--- src/sv/pkv_pkg.sv ---
`timescale 1ns / 1ps

package pkv_pkg;

    // Field widths of one input item and one result item.
    localparam int POS_W      = 24;
    localparam int REQ_W      = 6;
    localparam int COL_W      = 6;
    localparam int BLK_W      = 20;
    localparam int SLOT_W     = 31;

    // Configuration register widths.
    localparam int BS_W       = 11;
    localparam int WSL_W      = 2;
    localparam int RANK_W     = 3;
    localparam int ILS_W      = 2;
    localparam int IL_W       = 3;
    localparam int CFG_IDX_W  = 2;
    localparam int CFG_DATA_W = 11;

    // Virtual block is at most 1024 tokens times 8 ranks.
    localparam int VBS_W      = 14;
    localparam int VOFF_W     = 13;

    // Stream widths.
    localparam int S_TDATA_W  = 56;
    localparam int S_TUSER_W  = 1;
    localparam int M_TDATA_W  = 32;
    localparam int M_TUSER_W  = 2;

    // Block size limits and reset value.
    localparam logic [BS_W-1:0] BS_MIN   = BS_W'(1);
    localparam logic [BS_W-1:0] BS_MAX   = BS_W'(1024);
    localparam logic [BS_W-1:0] BS_RESET = BS_W'(16);

    // Interleave chunk sizes as log2: 1, 16 and 64 tokens.
    localparam logic [IL_W-1:0] IL_LOG2_1  = IL_W'(0);
    localparam logic [IL_W-1:0] IL_LOG2_16 = IL_W'(4);
    localparam logic [IL_W-1:0] IL_LOG2_64 = IL_W'(6);

    // Slot value for a token that is not mapped here.
    localparam logic [SLOT_W-1:0] PAD_SLOT = '1;

    // Queue between the front and the back; covers the front latency.
    localparam int FIFO_DEPTH = 32;

    // Defaults of the table geometry.
    localparam int MAX_REQUESTS_DEF       = 64;
    localparam int BLOCKS_PER_REQUEST_DEF = 64;

    typedef enum logic [CFG_IDX_W-1:0] {
        CFG_BLOCK_SIZE  = 2'd0,
        CFG_WORLD_LOG2  = 2'd1,
        CFG_RANK        = 2'd2,
        CFG_INTERLEAVE  = 2'd3
    } t_cfg_idx;

    typedef enum logic [ILS_W-1:0] {
        IL_SEL_1  = 2'd0,
        IL_SEL_16 = 2'd1,
        IL_SEL_64 = 2'd2
    } t_il_sel;

    // Effective configuration, already clamped and decoded.
    typedef struct packed {
        logic [BS_W-1:0]   bs;
        logic [WSL_W-1:0]  ws_log2;
        logic [RANK_W-1:0] rank;
        logic [IL_W-1:0]   il_log2;
    } t_cfg;

    // One classified transaction waiting in the queue.
    typedef struct packed {
        logic              tok;
        logic              oor;
        logic              loc;
        logic              act;
        logic [BLK_W-1:0]  data;
        logic [VOFF_W-1:0] loff;
    } t_qent;

    typedef struct packed {
        logic empty;
        logic full;
    } t_qstat;

endpackage

--- src/sv/pkv_fifo.sv ---
`timescale 1ns / 1ps

module pkv_fifo #(
    parameter int W = 8
) (
    input  logic             i_clk,
    input  logic             i_rst_n,
    input  logic             i_push,
    input  logic [W-1:0]     i_data,
    input  logic             i_pop,
    output logic [W-1:0]     o_data,
    output pkv_pkg::t_qstat  o_stat
);

    localparam int AW = $clog2(pkv_pkg::FIFO_DEPTH);

    logic [W-1:0] r_mem [0:pkv_pkg::FIFO_DEPTH-1];
    logic [AW:0]  r_wp;
    logic [AW:0]  r_rp;

    always_ff @(posedge i_clk) begin
        if (!i_rst_n) begin
            r_wp <= '0;
            r_rp <= '0;
        end else begin
            if (i_push) begin
                r_wp <= r_wp + (AW+1)'(1);
            end
            if (i_pop) begin
                r_rp <= r_rp + (AW+1)'(1);
            end
        end
    end

    always_ff @(posedge i_clk) begin
        if (i_push) begin
            r_mem[r_wp[AW-1:0]] <= i_data;
        end
    end

    assign o_data       = r_mem[r_rp[AW-1:0]];
    assign o_stat.empty = (r_wp == r_rp);
    assign o_stat.full  = (r_wp[AW] != r_rp[AW]) && (r_wp[AW-1:0] == r_rp[AW-1:0]);

endmodule

--- config.mk ---
export PLATFORM = sky130hd
export DESIGN_NAME = pkv_fifo
export DESIGN_NICKNAME = d
export VERILOG_FILES = /design/src/sv/pkv_pkg.sv /design/src/sv/pkv_fifo.sv
export SDC_FILE = /design/constraint.sdc
export NUM_CORES = 1
export LEC_CHECK = 0
export BUFFER_PORTS_ARGS = -buffer_cell sky130_fd_sc_hd__buf_2
export CORE_ASPECT_RATIO = 1.5
export CORE_UTILIZATION = 49
export CTS_CLUSTER_SIZE = 16
export DETAILED_ROUTE_END_ITERATION = 12
export PLACE_DENSITY_LB_ADDON = 0.05
export SYNTH_ARGS = -nofsm -noshare
export SYNTH_HDL_FRONTEND = slang
export SYNTH_SLANG_ARGS = --single-unit
export TNS_END_PERCENT = 50
--- constraint.sdc ---
create_clock -name i_clk -period 3.05 [get_ports i_clk]
set_input_delay 0.61 -clock i_clk [delete_from_list [all_inputs] [get_ports i_clk]]
set_output_delay 0.61 -clock i_clk [all_outputs]
set_load 0.02 [all_outputs]
[After elaboration in Yosys (flattened, before gate mapping)]
Memories as Yosys holds them, arrays and structs flattened. A register that Yosys moved wholly into a read port is not among the register bits.
Cells that the tools add are included.
Widths: inputs -> output; s select.
Word-level totals
  input port bits: 12
  memories: 1
  word-level logic and storage cells: 13
  output and inout port bits: 10
  memory bits (writable): 256
  flip-flop bits (word level): 12
Memories
  r_mem: depth 32, bits a word 8, read ports 1, clocked after memory_dff 1, write ports 1, line pkv_fifo.sv:17  | logic [W-1:0] r_mem [0:pkv_pkg::FIFO_DEPTH-1];
Cells by class
  multiplexer cells: 4
  $add $sub $neg: 2
  equal/unequal tests: 3
  reductions and logical operators: 1
Operator list (number)
  $add 6x1->6 const B: 2
  $mux 5: 2
  $eq 6x6->1: 1
  $eq 5x5->1: 1
  $mux 1: 2
  $logic_and 1x1->1: 1
  $ne 1x1->1: 1

[Depth between registers and ports, before layout]
  depth in word-level cells: 3
  mapped depth: 5
  gate-level depth less buffers: 4

[Worst setup path before layout]
Ideal clock, no wire load.
  path kind: flip-flop to output port
  start: register with a tool-made name
  end: output o_data[0]
  required time: 2.440 ns
  path buffers: 2
  path slack: 0.397 ns
  cell stages (with the launch flop): 6
  arrival: 2.043 ns
  cells stage by stage: dfxtp_1 -> clkbuf_1 -> buf_1 -> mux4_2 -> mux4_2 -> mux2_2
RTL lines
  end, declared: line pkv_fifo.sv:11  | output logic [W-1:0] o_data,

==> qor.yml <==
outcome:
  status: "finished with violations"
  violations: "negative setup slack"
clock_network:
  insertion_delay_ns: 0.53
  numClockSinks: 273
  htree_num_levels: 1
  clk_pin_slew_ns: 0.06
  cts_made_buffers: 26
  clockRootBuffer: "clkbuf_16"
  cts_tree: "built"
  clockBufferDepth: 3
final_layout:
  drive_gt1_frac: 0.348
  areaGrowthSynthToFinish_pct: 15.9
  final_area_sq_mm: 0.0123
  n_fill_cell: 1606
  nets: 572
  n_antenna_cell: 0
timing:
  slew_headroom: 0.293
  fin_crit_sh: 1.09
  tightest_slew_ns: 1.06
  rsz0062_at_grt: "true"
  setup_tns_ns: -1.94
  period_minus_slack_ns: 3.33
  finClkSkew_ns: 0.0147
  hold_viol: 0
  setup_ws_ns: -0.284
  timing.fmax_ghz: 0.300
  setup_viol: 8
  drv_slew: 0
critical_path:
  arrival_ns: 2.72
  crit_buf_inv: 3
  cp.depth: 6
  cp_top_family: "multiplexers"
  crit_type: "flop to output pin"
  rr_worst_depth: 3
  slowest_delay_ns: 0.51
  cp_cell_sequence: "buf_12 > buf_12 > mux4_2 > mux4_2 > mux2_2 > buf_2"
  critPathLaunchType: "flop"
  cp-end-kind: "output pin"
  cpMaxStageDelayCell: "mux4_2"
  required_ns: 2.44
  cp_max_fo: 10
  rrSetupSlack_ns: 0.85
detailed_routing:
  wl_mm: 23.5
  avgRoutedWirePerCell_um: 27.9
  drc: 0
  ant_nets: 0
  via_per_inst: 5.89
  vias: 4962
  first_pass_iters: 5
  drt-initial-drc-count: 383
power_and_ir_drop:
  ir_drop_uv: 447
  p_leak_nw: 3.87
  power_density_mw_per_mm2: 646
logic_synthesis:
  synth_ff_type: "edfxtp_1"
  ys_async_sr_fraction: 0
  yosys_warnings: 0
  synthesis.area_sq_mm: 0.0106
  ys_seq_elements: 273
  synth_nets: 500
  synth_cells: 483
  synth-seq-area-share: 0.759
  synth_edf_count: 256
  ys_types: 25
  avgSynthCellArea_sq_um: 21.9
placement:
  dp_hpwl_mm: 14.8
  place_congestion: 0.744
  placedInstanceArea_sq_mm: 0.0112
  io_buffers: 21
  pre_cts_ws_ns: 0.199
worst_hold_path:
  worstHoldPathCells: 3
  min_path_type: "input pin to flop"
die:
  die_h_um: 182
  dieArea_sq_mm: 0.0222
  die_w_um: 122
  core-area_sq_mm: 0.0211
  start_util: 0.500
  io_pins: 22
  rows: 65
grt:
  grt_pass1_vias: 5235
  grt-ovfl-total: 0
  antenna_found_initial: 0
  grtUsageTotal: 0.226
  grt_max_degree: 34
  grt_pass1_wl_mm: 35.0
flow_run:
  drv_cap: 0
-- state kept, by name (all words and copies together) (netlist names), named ones only --
| name | count |
|---|---|
| r_wp | 6 |
| r_rp | 6 |
| r_mem | 256 |
-- cells in the final DEF, fill, tap and decap left out, types with 4 or more instances in the layout --
master / count
buf_12: 6
clkinv_2: 7
mux4_2: 80
buf_2: 18
clkbuf_16: 30
edfxtp_1: 256
xor2_1: 6
nand4_1: 4
ha_1: 5
buf_4: 39
clkbuf_1: 6
mux2_2: 6
xnor2_1: 8
nor2_1: 45
dfxtp_1: 15
nand2_1: 9
-- power breakdown --
group | switching, mW | internal (mW)
sequential | 0.0208 | 4.12
clock | 1.36 | 1.90
combinational | 0.269 | 0.251
-- worst register-to-register path, stage by stage, from the launching register on --
cell and delay, ns:
dfxtp_1 0.48, ha_1 0.20, nand2_1 0.24, nor2_1 0.90
-- worst paths after layout --
| kind | start | endpoint |
|---|---|---|
| min reg2reg | r_rp[5] | r_rp[5] |
| max reg2reg | r_wp[1] | r_mem[26][2] |
| max | flop | o_data[7] |
| min | i_pop | flop |
-- Yosys cell counts, types with 3 or more instances --
cell / n / area share
buf_1: 8 / 0.0028
buf_4: 6 / 0.0043
clkbuf_1: 8 / 0.0028
dfxtp_1: 17 / 0.032
edfxtp_1: 256 / 0.73
ha_1: 5 / 0.0059
inv_1: 3 / 0.0011
mux2_2: 8 / 0.0085
mux4_2: 80 / 0.17
nand2_1: 9 / 0.0032
nand3_1: 3 / 0.0014
nand3b_1: 3 / 0.0021
nand4_1: 4 / 0.0024
nor2_1: 45 / 0.016
or3_1: 3 / 0.0018
xnor2_1: 8 / 0.0066
xor2_1: 6 / 0.0050
-- cell families (layout without fill, tap and decap cells) --
| group | Yosys count | in the layout | share of synthesized area |
|---|---|---|---|
| multiplexers | 90 | 90 | 0.181 |
| buffers and inverters | 27 | 119 | 0.0125 |
| XOR/XNOR | 14 | 14 | 0.0116 |
| AO/OA/AOI/OAI | 4 | 4 | 0.00189 |
| adder cells (fa/ha/maj) | 5 | 5 | 0.00591 |
| flip-flops | 273 | 273 | 0.759 |
| AND/OR/NAND/NOR | 70 | 70 | 0.0288 |
-- metrics by stage --
| step | hold WS (ns) | std cells | power (mW) | util |
|---|---|---|---|---|
| 5_1_grt | 0.454 | 843 | 8.17 | 0.580 |
| 4_1_cts | 0.408 | 842 | 7.98 | 0.578 |
| 2_1_floorplan | 0.470 | 483 | 4.52 | - |
| 6_report | 0.427 | 843 | 7.92 | 0.580 |
| 3_5_place_dp | 0.497 | 785 | 4.72 | 0.532 |
| 3_3_place_gp | 0.484 | 785 | 4.70 | 0.532 |
-- metal layers --
metal	up-vias	wire length (um)	share of wire	global-route usage
met5	-	0	0	0
li1	2137	-	-	-
met2	144	12600	0.53	0.385
met1	2649	9490	0.40	0.305
met4	0	476	0.020	0.0627
met3	32	991	0.042	0.0302
-- final cells by class --
class / count / area, sq um / area share
Sequential cell: 273 / 8030 / 0.655
Multi-Input combinational cell: 183 / 2430 / 0.198
Clock buffer: 35 / 748 / 0.0610
Timing Repair Buffer: 68 / 589 / 0.0480
Tap cell: 268 / 335 / 0.0273
Clock inverter: 13 / 123 / 0.00999
Inverter: 3 / 11.3 / 0.000918
-- what timing repair did --
action                     in CTS  in global routing
setup endpoints to repair       8                  8
resized for setup               2                  7
hold buffers                    0                  0
buffers inserted                8                  0
cloned                          1                  1
(Power assumes the default switching activity.)
