===== config.mk =====
export PLATFORM = sky130hd
export DESIGN_NAME = pkv_front
export DESIGN_NICKNAME = d
export VERILOG_FILES = /design/src/sv/pkv_pkg.sv /design/src/sv/pkv_front.sv
export SDC_FILE = /design/constraint.sdc
export NUM_CORES = 2
export LEC_CHECK = 0
export ABC_AREA = 1
export ABC_CLOCK_PERIOD_IN_PS = 5600
export BUFFER_PORTS_ARGS = -buffer_cell sky130_fd_sc_hd__buf_4
export CORE_UTILIZATION = 45
export DETAILED_ROUTE_END_ITERATION = 10
export PLACE_DENSITY = 0.56
export SYNTH_ARGS = -nofsm -noshare
export SYNTH_HDL_FRONTEND = slang
export SYNTH_SLANG_ARGS = --single-unit

===== constraint.sdc =====
create_clock -name i_clk -period 5.6 [get_ports i_clk]
set_input_delay 1.12 -clock i_clk [delete_from_list [all_inputs] [get_ports i_clk]]
set_output_delay 1.12 -clock i_clk [all_outputs]
set_load 0.02 [all_outputs]

===== src/sv/pkv_pkg.sv =====
`timescale 1ns / 1ps

package pkv_pkg;

    // Field widths of one input item and one result item.
    localparam int POS_W      = 24;
    localparam int REQ_W      = 6;
    localparam int COL_W      = 6;
    localparam int BLK_W      = 20;
    localparam int SLOT_W     = 31;

    // Configuration register widths.
    localparam int BS_W       = 11;
    localparam int WSL_W      = 2;
    localparam int RANK_W     = 3;
    localparam int ILS_W      = 2;
    localparam int IL_W       = 3;
    localparam int CFG_IDX_W  = 2;
    localparam int CFG_DATA_W = 11;

    // Virtual block is at most 1024 tokens times 8 ranks.
    localparam int VBS_W      = 14;
    localparam int VOFF_W     = 13;

    // Stream widths.
    localparam int S_TDATA_W  = 56;
    localparam int S_TUSER_W  = 1;
    localparam int M_TDATA_W  = 32;
    localparam int M_TUSER_W  = 2;

    // Block size limits and reset value.
    localparam logic [BS_W-1:0] BS_MIN   = BS_W'(1);
    localparam logic [BS_W-1:0] BS_MAX   = BS_W'(1024);
    localparam logic [BS_W-1:0] BS_RESET = BS_W'(16);

    // Interleave chunk sizes as log2: 1, 16 and 64 tokens.
    localparam logic [IL_W-1:0] IL_LOG2_1  = IL_W'(0);
    localparam logic [IL_W-1:0] IL_LOG2_16 = IL_W'(4);
    localparam logic [IL_W-1:0] IL_LOG2_64 = IL_W'(6);

    // Slot value for a token that is not mapped here.
    localparam logic [SLOT_W-1:0] PAD_SLOT = '1;

    // Queue between the front and the back; covers the front latency.
    localparam int FIFO_DEPTH = 32;

    // Defaults of the table geometry.
    localparam int MAX_REQUESTS_DEF       = 64;
    localparam int BLOCKS_PER_REQUEST_DEF = 64;

    typedef enum logic [CFG_IDX_W-1:0] {
        CFG_BLOCK_SIZE  = 2'd0,
        CFG_WORLD_LOG2  = 2'd1,
        CFG_RANK        = 2'd2,
        CFG_INTERLEAVE  = 2'd3
    } t_cfg_idx;

    typedef enum logic [ILS_W-1:0] {
        IL_SEL_1  = 2'd0,
        IL_SEL_16 = 2'd1,
        IL_SEL_64 = 2'd2
    } t_il_sel;

    // Effective configuration, already clamped and decoded.
    typedef struct packed {
        logic [BS_W-1:0]   bs;
        logic [WSL_W-1:0]  ws_log2;
        logic [RANK_W-1:0] rank;
        logic [IL_W-1:0]   il_log2;
    } t_cfg;

    // One classified transaction waiting in the queue.
    typedef struct packed {
        logic              tok;
        logic              oor;
        logic              loc;
        logic              act;
        logic [BLK_W-1:0]  data;
        logic [VOFF_W-1:0] loff;
    } t_qent;

    typedef struct packed {
        logic empty;
        logic full;
    } t_qstat;

endpackage


===== src/sv/pkv_front.sv =====
`timescale 1ns / 1ps

module pkv_front #(
    parameter int MAX_REQUESTS       = pkv_pkg::MAX_REQUESTS_DEF,
    parameter int BLOCKS_PER_REQUEST = pkv_pkg::BLOCKS_PER_REQUEST_DEF,
    parameter int TAB_AW             = (MAX_REQUESTS * BLOCKS_PER_REQUEST > 1)
                                     ? $clog2(MAX_REQUESTS * BLOCKS_PER_REQUEST) : 1
) (
    input  logic                              i_clk,
    input  logic                              i_rst_n,
    input  pkv_pkg::t_cfg                     i_cfg,
    input  logic                              i_valid,
    output logic                              o_ready,
    input  logic                              i_mode,
    input  logic [pkv_pkg::REQ_W-1:0]         i_request,
    input  logic [pkv_pkg::COL_W-1:0]         i_column,
    input  logic [pkv_pkg::BLK_W-1:0]         i_phys_block,
    input  logic [pkv_pkg::POS_W-1:0]         i_position,
    input  logic                              i_pop,
    output logic                              o_push,
    output pkv_pkg::t_qent                    o_entry,
    output logic [TAB_AW-1:0]                 o_idx
);

    localparam int NS        = pkv_pkg::POS_W;
    localparam int CNT_W     = $clog2(pkv_pkg::FIFO_DEPTH + 1);

    logic                              w_acc;
    logic [pkv_pkg::VBS_W-1:0]         w_vbs;
    logic [CNT_W-1:0]                  r_cnt;
    logic [CNT_W-1:0]                  n_cnt;

    logic                              r_v    [0:NS];
    logic [pkv_pkg::VBS_W-1:0]         r_rem  [0:NS];
    logic [pkv_pkg::POS_W-1:0]         r_q    [0:NS];
    logic [pkv_pkg::POS_W-1:0]         r_pos  [0:NS];
    logic                              r_mode [0:NS];
    logic [pkv_pkg::REQ_W-1:0]         r_req  [0:NS];
    logic [pkv_pkg::COL_W-1:0]         r_col  [0:NS];
    logic [pkv_pkg::BLK_W-1:0]         r_blk  [0:NS];

    logic [pkv_pkg::VOFF_W-1:0]        w_voff;
    logic [pkv_pkg::VOFF_W-1:0]        w_sh1;
    logic [pkv_pkg::VOFF_W-1:0]        w_hi;
    logic [pkv_pkg::VOFF_W-1:0]        w_ilmask;
    logic [pkv_pkg::RANK_W-1:0]        w_wsmask;
    logic [3:0]                        w_sh2;
    logic                              w_loc;
    logic                              w_oor;
    logic                              w_wr_ok;
    logic [31:0]                       w_colsel;

    // Credits: every transaction in the divider or the queue holds one slot,
    // so the queue can never overflow and the divider never stalls.
    assign o_ready = (r_cnt < CNT_W'(pkv_pkg::FIFO_DEPTH));
    assign w_acc   = i_valid && o_ready;
    assign n_cnt   = r_cnt + CNT_W'(w_acc) - CNT_W'(i_pop);

    always_ff @(posedge i_clk) begin
        if (!i_rst_n) begin
            r_cnt <= '0;
        end else begin
            r_cnt <= n_cnt;
        end
    end

    assign w_vbs = pkv_pkg::VBS_W'(i_cfg.bs) << i_cfg.ws_log2;

    // Input capture stage.
    always_ff @(posedge i_clk) begin
        if (!i_rst_n) begin
            r_v[0] <= 1'b0;
        end else begin
            r_v[0] <= w_acc;
        end
    end

    always_ff @(posedge i_clk) begin
        if (w_acc) begin
            r_rem[0]  <= '0;
            r_q[0]    <= '0;
            r_pos[0]  <= i_position;
            r_mode[0] <= i_mode;
            r_req[0]  <= i_request;
            r_col[0]  <= i_column;
            r_blk[0]  <= i_phys_block;
        end
    end

    // Restoring divider, one quotient bit per stage, MSB first.
    for (genvar s = 0; s < NS; s++) begin : g_div
        logic [pkv_pkg::VBS_W:0] w_t;
        logic [pkv_pkg::VBS_W:0] w_d;
        logic                    w_ge;

        always_comb begin
            w_t  = {r_rem[s], r_pos[s][NS-1-s]};
            w_ge = (w_t >= {1'b0, w_vbs});
            w_d  = w_t - {1'b0, w_vbs};
        end

        always_ff @(posedge i_clk) begin
            if (!i_rst_n) begin
                r_v[s+1] <= 1'b0;
            end else begin
                r_v[s+1] <= r_v[s];
            end
        end

        always_ff @(posedge i_clk) begin
            r_rem[s+1]  <= w_ge ? pkv_pkg::VBS_W'(w_d) : pkv_pkg::VBS_W'(w_t);
            r_q[s+1]    <= {r_q[s][NS-2:0], w_ge};
            r_pos[s+1]  <= r_pos[s];
            r_mode[s+1] <= r_mode[s];
            r_req[s+1]  <= r_req[s];
            r_col[s+1]  <= r_col[s];
            r_blk[s+1]  <= r_blk[s];
        end
    end

    // Classify: rank ownership, local offset, range checks and table index.
    always_comb begin
        w_voff   = r_rem[NS][pkv_pkg::VOFF_W-1:0];
        w_sh1    = w_voff >> i_cfg.il_log2;
        w_wsmask = pkv_pkg::RANK_W'((4'd1 << i_cfg.ws_log2) - 4'd1);
        w_loc    = ((w_sh1[pkv_pkg::RANK_W-1:0] & w_wsmask) == i_cfg.rank);
        w_sh2    = 4'(i_cfg.ws_log2) + 4'(i_cfg.il_log2);
        w_hi     = (w_voff >> w_sh2) << i_cfg.il_log2;
        w_ilmask = (pkv_pkg::VOFF_W'(1) << i_cfg.il_log2) - pkv_pkg::VOFF_W'(1);
        w_oor    = (32'(r_q[NS]) >= 32'(BLOCKS_PER_REQUEST))
                || (32'(r_req[NS]) >= 32'(MAX_REQUESTS));
        w_wr_ok  = (32'(r_col[NS]) < 32'(BLOCKS_PER_REQUEST))
                && (32'(r_req[NS]) < 32'(MAX_REQUESTS));
        w_colsel = r_mode[NS] ? 32'(r_q[NS]) : 32'(r_col[NS]);

        o_push        = r_v[NS];
        o_entry.tok   = r_mode[NS];
        o_entry.oor   = w_oor;
        o_entry.loc   = w_loc;
        o_entry.act   = r_mode[NS] ? (!w_oor && w_loc) : w_wr_ok;
        o_entry.data  = r_blk[NS];
        o_entry.loff  = w_hi | (w_voff & w_ilmask);
        o_idx         = TAB_AW'(32'(r_req[NS]) * 32'(BLOCKS_PER_REQUEST) + w_colsel);
    end

endmodule


* Word level (Yosys, flattened, before mapping)
Memory sizes are Yosys's and may differ from the RTL's.
Cells that the tools add are included.
Widths: inputs -> output; s select.
** Storage, ports and cells
- Word-level logic and storage cells :: 158
- Output and inout bits :: 51
- Register bits after elaboration :: 6
- RAM bits :: 2400
- Memories :: 8
** Cells by class
- Magnitude comparators :: 26
- Shift-type cells :: 6
- Reduce and logical (&&, ||, !) cells :: 3
- Mux-type cells :: 55
- Add/sub/neg operators :: 30
- Bitwise operators :: 28
- Equal/unequal tests :: 1
** Memories
- r_pos :: words 25, bits a word 24, rd ports 24, clocked after memory_dff 0, wr ports 25, line pkv_front.sv:36 : logic [pkv_pkg::POS_W-1:0] r_pos [0:NS];
- r_q :: words 25, bits a word 24, rd ports 25, clocked after memory_dff 0, wr ports 25, line pkv_front.sv:35 : logic [pkv_pkg::POS_W-1:0] r_q [0:NS];
- r_blk :: words 25, bits a word 20, rd ports 25, clocked after memory_dff 0, wr ports 25, line pkv_front.sv:40 : logic [pkv_pkg::BLK_W-1:0] r_blk [0:NS];
- r_rem :: words 25, bits a word 14, rd ports 25, clocked after memory_dff 0, wr ports 25, line pkv_front.sv:34 : logic [pkv_pkg::VBS_W-1:0] r_rem [0:NS];
- r_col :: words 25, bits a word 6, rd ports 25, clocked after memory_dff 0, wr ports 25, line pkv_front.sv:39 : logic [pkv_pkg::COL_W-1:0] r_col [0:NS];
- r_req :: words 25, bits a word 6, rd ports 25, clocked after memory_dff 0, wr ports 25, line pkv_front.sv:38 : logic [pkv_pkg::REQ_W-1:0] r_req [0:NS];
- 2 more memories
** Operator list (number)
- $ge 15x14->1 :: 24
- $mux 14 :: 24
- $sub 14x14->14 :: 24
- $mux 1 :: 30
- $or 1x1->1 :: 25
- $ge 24x7->1 const B :: 1
- $shl 11x2->14 :: 1
- $and 13x13->13 :: 1
- $or 13x13->13 :: 1
- $shl 1x3->13 const A :: 1
- $shl 13x3->13 :: 1
- $shr 13x3->3 :: 1
- $shr 13x4->13 :: 1
- $sub 13x2->13 const B :: 1
- $add 12x12->12 :: 1
- $mux 12 :: 1
- $add 6x1->6 :: 1
- $lt 6x6->1 const B :: 1
- $sub 6x1->6 :: 1
- $add 2x3->4 :: 1
- $and 3x3->3 :: 1
- $eq 3x3->1 :: 1
- $shl 1x2->3 const A :: 1
- $sub 3x1->3 const B :: 1
- other kinds (2) :: 3

* Depth between registers and ports, before layout
- Depth in word-level cells :: 6
- Depth in mapped cells :: 18

* Least setup slack after synthesis
No wires, ideal clock.
- Path kind :: input to register
- From :: input port i_cfg[6] in the netlist's numbering
- To :: memory r_rem[24][3] in the netlist's numbering
- Cell stages on the path :: 13
- Buffers on the path :: 2
- Data required time :: 5479 ps
- Library setup time :: 121 ps
- Setup slack :: 561 ps
- Data arrival time :: 4918 ps
- Path through :: buf_6 inv_4 o21ai_1 nand2_1 ha_1 nand2_1 nor3_1 nor2_1 o21ai_0 nand2_1 nand3_2 buf_4 o21ai_0
** RTL lines
- from (decl) :: line pkv_front.sv:11 : input pkv_pkg::t_cfg i_cfg,
- to (decl) :: line pkv_front.sv:34

==> impl_metrics.xml <==
<?xml version="1.0" encoding="UTF-8"?>
<metrics>
  <group name="finish">
    <metric name="instances_no_fill" unit="">8238</metric>
    <metric name="multi_input_gate_area_in_the_final_layout" unit="um2">21900</metric>
    <metric name="area.sequential" unit="um2">36400</metric>
    <metric name="final_net_count" unit="">6835</metric>
    <metric name="areaGrowthSynthToFinish" unit="%">15.5</metric>
    <metric name="antenna_cells_inserted" unit="">0</metric>
    <metric name="drive_above_1_share" unit="%">10.2</metric>
    <metric name="final_design_area_no_fill" unit="um2">69800</metric>
    <metric name="fillCellCount" unit="">12200</metric>
  </group>
  <group name="clock_network">
    <metric name="cts_max_path_buffers" unit="">3</metric>
    <metric name="path_clk_slew" unit="ps">60</metric>
    <metric name="number_of_instances_resized_during_post_cts_repair" unit="">0</metric>
    <metric name="postCtsHoldBufs" unit="">0</metric>
    <metric name="postCtsSetupBuffers" unit="">0</metric>
    <metric name="cts_root_buffer" unit="">sky130_fd_sc_hd__clkbuf_16</metric>
    <metric name="htreeDepth" unit="">4</metric>
    <metric name="numClockSinks" unit="">1791</metric>
    <metric name="clock_tree_from_tritoncts" unit="">built</metric>
    <metric name="cts_inserted_buffers" unit="">174</metric>
    <metric name="worst_skew_pair.late_latency" unit="ps">810</metric>
  </group>
  <group name="timing">
    <metric name="period_needed" unit="ps">4740</metric>
    <metric name="fin_worst_skew" unit="ps">41.8</metric>
    <metric name="hold_violation_total_from_the_final_report" unit="">0</metric>
    <metric name="finalSetupViolCount" unit="">0</metric>
    <metric name="max_slew.worst_pin.slew" unit="ps">955</metric>
    <metric name="grt_setup_unrepaired" unit="">false</metric>
    <metric name="clock.fmax" unit="MHz">211</metric>
    <metric name="final_max_slew_violation_count" unit="">0</metric>
    <metric name="setup-tns-final" unit="ps">0</metric>
    <metric name="slew-limit-headroom" unit="%">36.1</metric>
    <metric name="min_period_over_period" unit="%">84.6</metric>
  </group>
  <group name="logic_synthesis">
    <metric name="yosys_register_bits" unit="">1791</metric>
    <metric name="synthDominantCellAreaShare" unit="%">57.4</metric>
    <metric name="most_used_dff_post_synth" unit="">sky130_fd_sc_hd__dfxtp_1</metric>
    <metric name="synth.yosys.seq_area_share" unit="%">60.2</metric>
    <metric name="syn_nets" unit="">6560</metric>
    <metric name="mean_instance_size_in_the_synthesized_netlist" unit="um2">9.99</metric>
    <metric name="syn_area" unit="um2">60500</metric>
    <metric name="synth_warnings" unit="">0</metric>
    <metric name="yosys.cell_types.count" unit="">51</metric>
    <metric name="synth_edf_count" unit="">57</metric>
    <metric name="asyncSetResetFlopFracSynth" unit="%">0</metric>
    <metric name="yosys.area.top_type" unit="">sky130_fd_sc_hd__dfxtp_1</metric>
    <metric name="postSynthCellCount" unit="">6050</metric>
    <metric name="post_synth_main_area_contributors" unit="">sky130_fd_sc_hd__dfxtp_1 57%, sky130_fd_sc_hd__nand2_1 8.8%, sky130_fd_sc_hd__ha_1 8.4%</metric>
  </group>
  <group name="worst_setup_path">
    <metric name="timing.critical_path.required" unit="ps">4480</metric>
    <metric name="endpoint_kind" unit="">output pin</metric>
    <metric name="critical-path-max-stage-delay" unit="ps">470</metric>
    <metric name="worstPathBufferInverterCount" unit="">4</metric>
    <metric name="crit_path_top_delay_cell" unit="">sky130_fd_sc_hd__fa_1</metric>
    <metric name="crit_path_max_fanout" unit="">19</metric>
    <metric name="critical_path_class" unit="">in -&gt; out</metric>
    <metric name="start_kind" unit="">primary input</metric>
    <metric name="crit_arrival" unit="ps">3620</metric>
    <metric name="cp_top_family" unit="">buffers and inverters</metric>
    <metric name="flop_to_flop_setup_slack" unit="ps">3240</metric>
    <metric name="critical_path.cell_chain" unit="">buf_4 -&gt; ha_1 -&gt; inv_1 -&gt; fa_1 -&gt; inv_1 -&gt; nand3_1 -&gt; nand2_1 -&gt; nand2_1 -&gt; nand2_1 -&gt; nand2_1 -&gt; nand3_1 -&gt; nand3_1 -&gt; nand3_1 -&gt; o21ai_0 -&gt; buf_4</metric>
  </group>
  <group name="placement">
    <metric name="gpl.final_weighted_congestion" unit="">0.893</metric>
    <metric name="dpl-instance-area" unit="um2">63600</metric>
    <metric name="post-dp-hpwl" unit="um">90000</metric>
    <metric name="dp.cells" unit="">7917</metric>
    <metric name="port_buffers" unit="">130</metric>
  </group>
  <group name="die">
    <metric name="placeableCoreArea" unit="um2">133000</metric>
    <metric name="floorplan.die.height" unit="um">369</metric>
    <metric name="area_of_the_die" unit="um2">136000</metric>
    <metric name="io_pins" unit="">131</metric>
    <metric name="initial_standard_cell_utilization_of_the_core" unit="%">45.3</metric>
    <metric name="num_rows" unit="">134</metric>
    <metric name="die_width" unit="um">369</metric>
  </group>
  <group name="global_routing">
    <metric name="grt_antenna_before_repair" unit="">3</metric>
    <metric name="groute.usage.overall" unit="%">18.9</metric>
    <metric name="grt_start_max_net_pins" unit="">73</metric>
    <metric name="wire_length_of_the_first_global_routing_pass" unit="um">203000</metric>
    <metric name="number_of_global_route_vias_before_repair" unit="">38100</metric>
    <metric name="globalRoute.totalOverflow" unit="">0</metric>
  </group>
  <group name="routing">
    <metric name="wl" unit="um">129000</metric>
    <metric name="antenna_violating_nets_post_route" unit="">0</metric>
    <metric name="remaining_drc_errors" unit="">0</metric>
    <metric name="vias_after_detailed_routing" unit="">39800</metric>
    <metric name="post_drt_via_cell_ratio" unit="">4.83</metric>
    <metric name="wl_per_cell" unit="um">15.6</metric>
    <metric name="drt_pass1_iterations" unit="">5</metric>
    <metric name="detailedRoute.firstIterationViolations" unit="">2287</metric>
  </group>
  <group name="power">
    <metric name="worst_case_vdd_ir_drop" unit="mV">0.288</metric>
    <metric name="p_leak" unit="nW">32.8</metric>
    <metric name="post-layout-total-power" unit="mW">43.3</metric>
    <metric name="powerDensity" unit="nW/um2">620</metric>
  </group>
  <group name="min_path">
    <metric name="hold_path_class" unit="">reg -&gt; reg</metric>
  </group>
  <group name="status">
    <metric name="result_of_the_run" unit="">finished clean</metric>
  </group>
  <group name="job">
    <metric name="maxCapViolCount" unit="">0</metric>
  </group>
</metrics>
## synthesized netlist by cell type, types with 20 or more instances
cell type	number
sky130_fd_sc_hd__a211oi_1	22
sky130_fd_sc_hd__a21o_1	29
sky130_fd_sc_hd__a21oi_1	273
sky130_fd_sc_hd__buf_6	25
sky130_fd_sc_hd__clkbuf_1	30
sky130_fd_sc_hd__dfxtp_1	1734
sky130_fd_sc_hd__edfxtp_1	57
sky130_fd_sc_hd__fa_1	26
sky130_fd_sc_hd__ha_1	404
sky130_fd_sc_hd__inv_1	411
sky130_fd_sc_hd__nand2_1	1416
sky130_fd_sc_hd__nand2_2	29
sky130_fd_sc_hd__nand2_4	20
sky130_fd_sc_hd__nand3_1	654
sky130_fd_sc_hd__nand3b_1	23
sky130_fd_sc_hd__nand4_1	48
sky130_fd_sc_hd__nor2_1	226
sky130_fd_sc_hd__nor2_2	29
sky130_fd_sc_hd__nor4_1	32
sky130_fd_sc_hd__o21ai_0	195
sky130_fd_sc_hd__or2_2	31
sky130_fd_sc_hd__xor2_1	193
## metal layers
layer  share of wire [%]  global-route usage (%)  up-vias
met5                   0                       0        -
met4                 3.3                    7.04        0
met3                 4.8                    3.99      261
met2                  46                    31.2      836
met1                  46                    24.3    18300
li1                    -                       -    20400
## final timing paths
path                   startpoint                    to  cells past startpoint
min            r_q[3][31]$_DFF_P_    r_q[3][56]$_DFF_P_                      0
max                      i_cfg[6]            o_entry[2]                     15
max reg2reg  r_rem[23][3]$_DFF_P_  r_rem[24][3]$_DFF_P_                      8
min reg2reg    r_q[3][31]$_DFF_P_    r_q[3][56]$_DFF_P_                      0
## where the power goes
group	leakage (nW)	total [mW]	switching [mW]	internal (mW)
logic	14.7	13.8	8.68	5.08
clock network	2.97	12.1	4.94	7.13
registers	15.1	17.5	1.49	16.0
total	32.8	43.3	15.1	28.2
## cells by family after synthesis
kind of cell               Yosys count  synth area share (%)
AOI/OAI and AO/OA                  572                  5.40
xor gates and xnor gates           197                  2.85
adders and majority gates          430                  9.22
buffers and inverters              511                  3.65
DFF                               1791                  60.2
muxes                                9                 0.209
and+or+nand+nor                   2540                  18.4
## layout make-up
type,count,area share [%]
Clock buffer,239,7.15
Clock inverter,82,1.70
Inverter,415,2.24
Multi-Input combinational cell,3748,31.3
Sequential cell,1791,52.2
Tap cell,1768,3.17
Timing Repair Buffer,195,2.22
## registers in the layout, indices dropped and copies added, names as in the netlist
register	count
r_mode	25
r_rem	335
r_pos	300
r_v	25
r_blk	500
r_q	300
r_col	150
r_req	150
r_cnt	6
## stage by stage
stage,hold slack (ps),util (%),setup WS [ps]
final,287,52.3,862
after global routing,295,52.3,618
after CTS,282,52.3,840
after detailed placement,312,47.7,863
after global placement,310,47.7,876
after floorplan,310,-,561
## layout by cell type (no fill, tap or decap), types with 177 or more instances in the layout
cell type                   count
sky130_fd_sc_hd__xor2_1       193
sky130_fd_sc_hd__a21oi_1      273
sky130_fd_sc_hd__inv_1        409
sky130_fd_sc_hd__ha_1         404
sky130_fd_sc_hd__nand3_1      654
sky130_fd_sc_hd__nand2_1     1413
sky130_fd_sc_hd__o21ai_0      193
sky130_fd_sc_hd__dfxtp_1     1734
sky130_fd_sc_hd__nor2_1       225
sky130_fd_sc_hd__clkbuf_16    177
sky130_fd_sc_hd__buf_4        188
No activity file was read; power rests on OpenSTA's default activity.
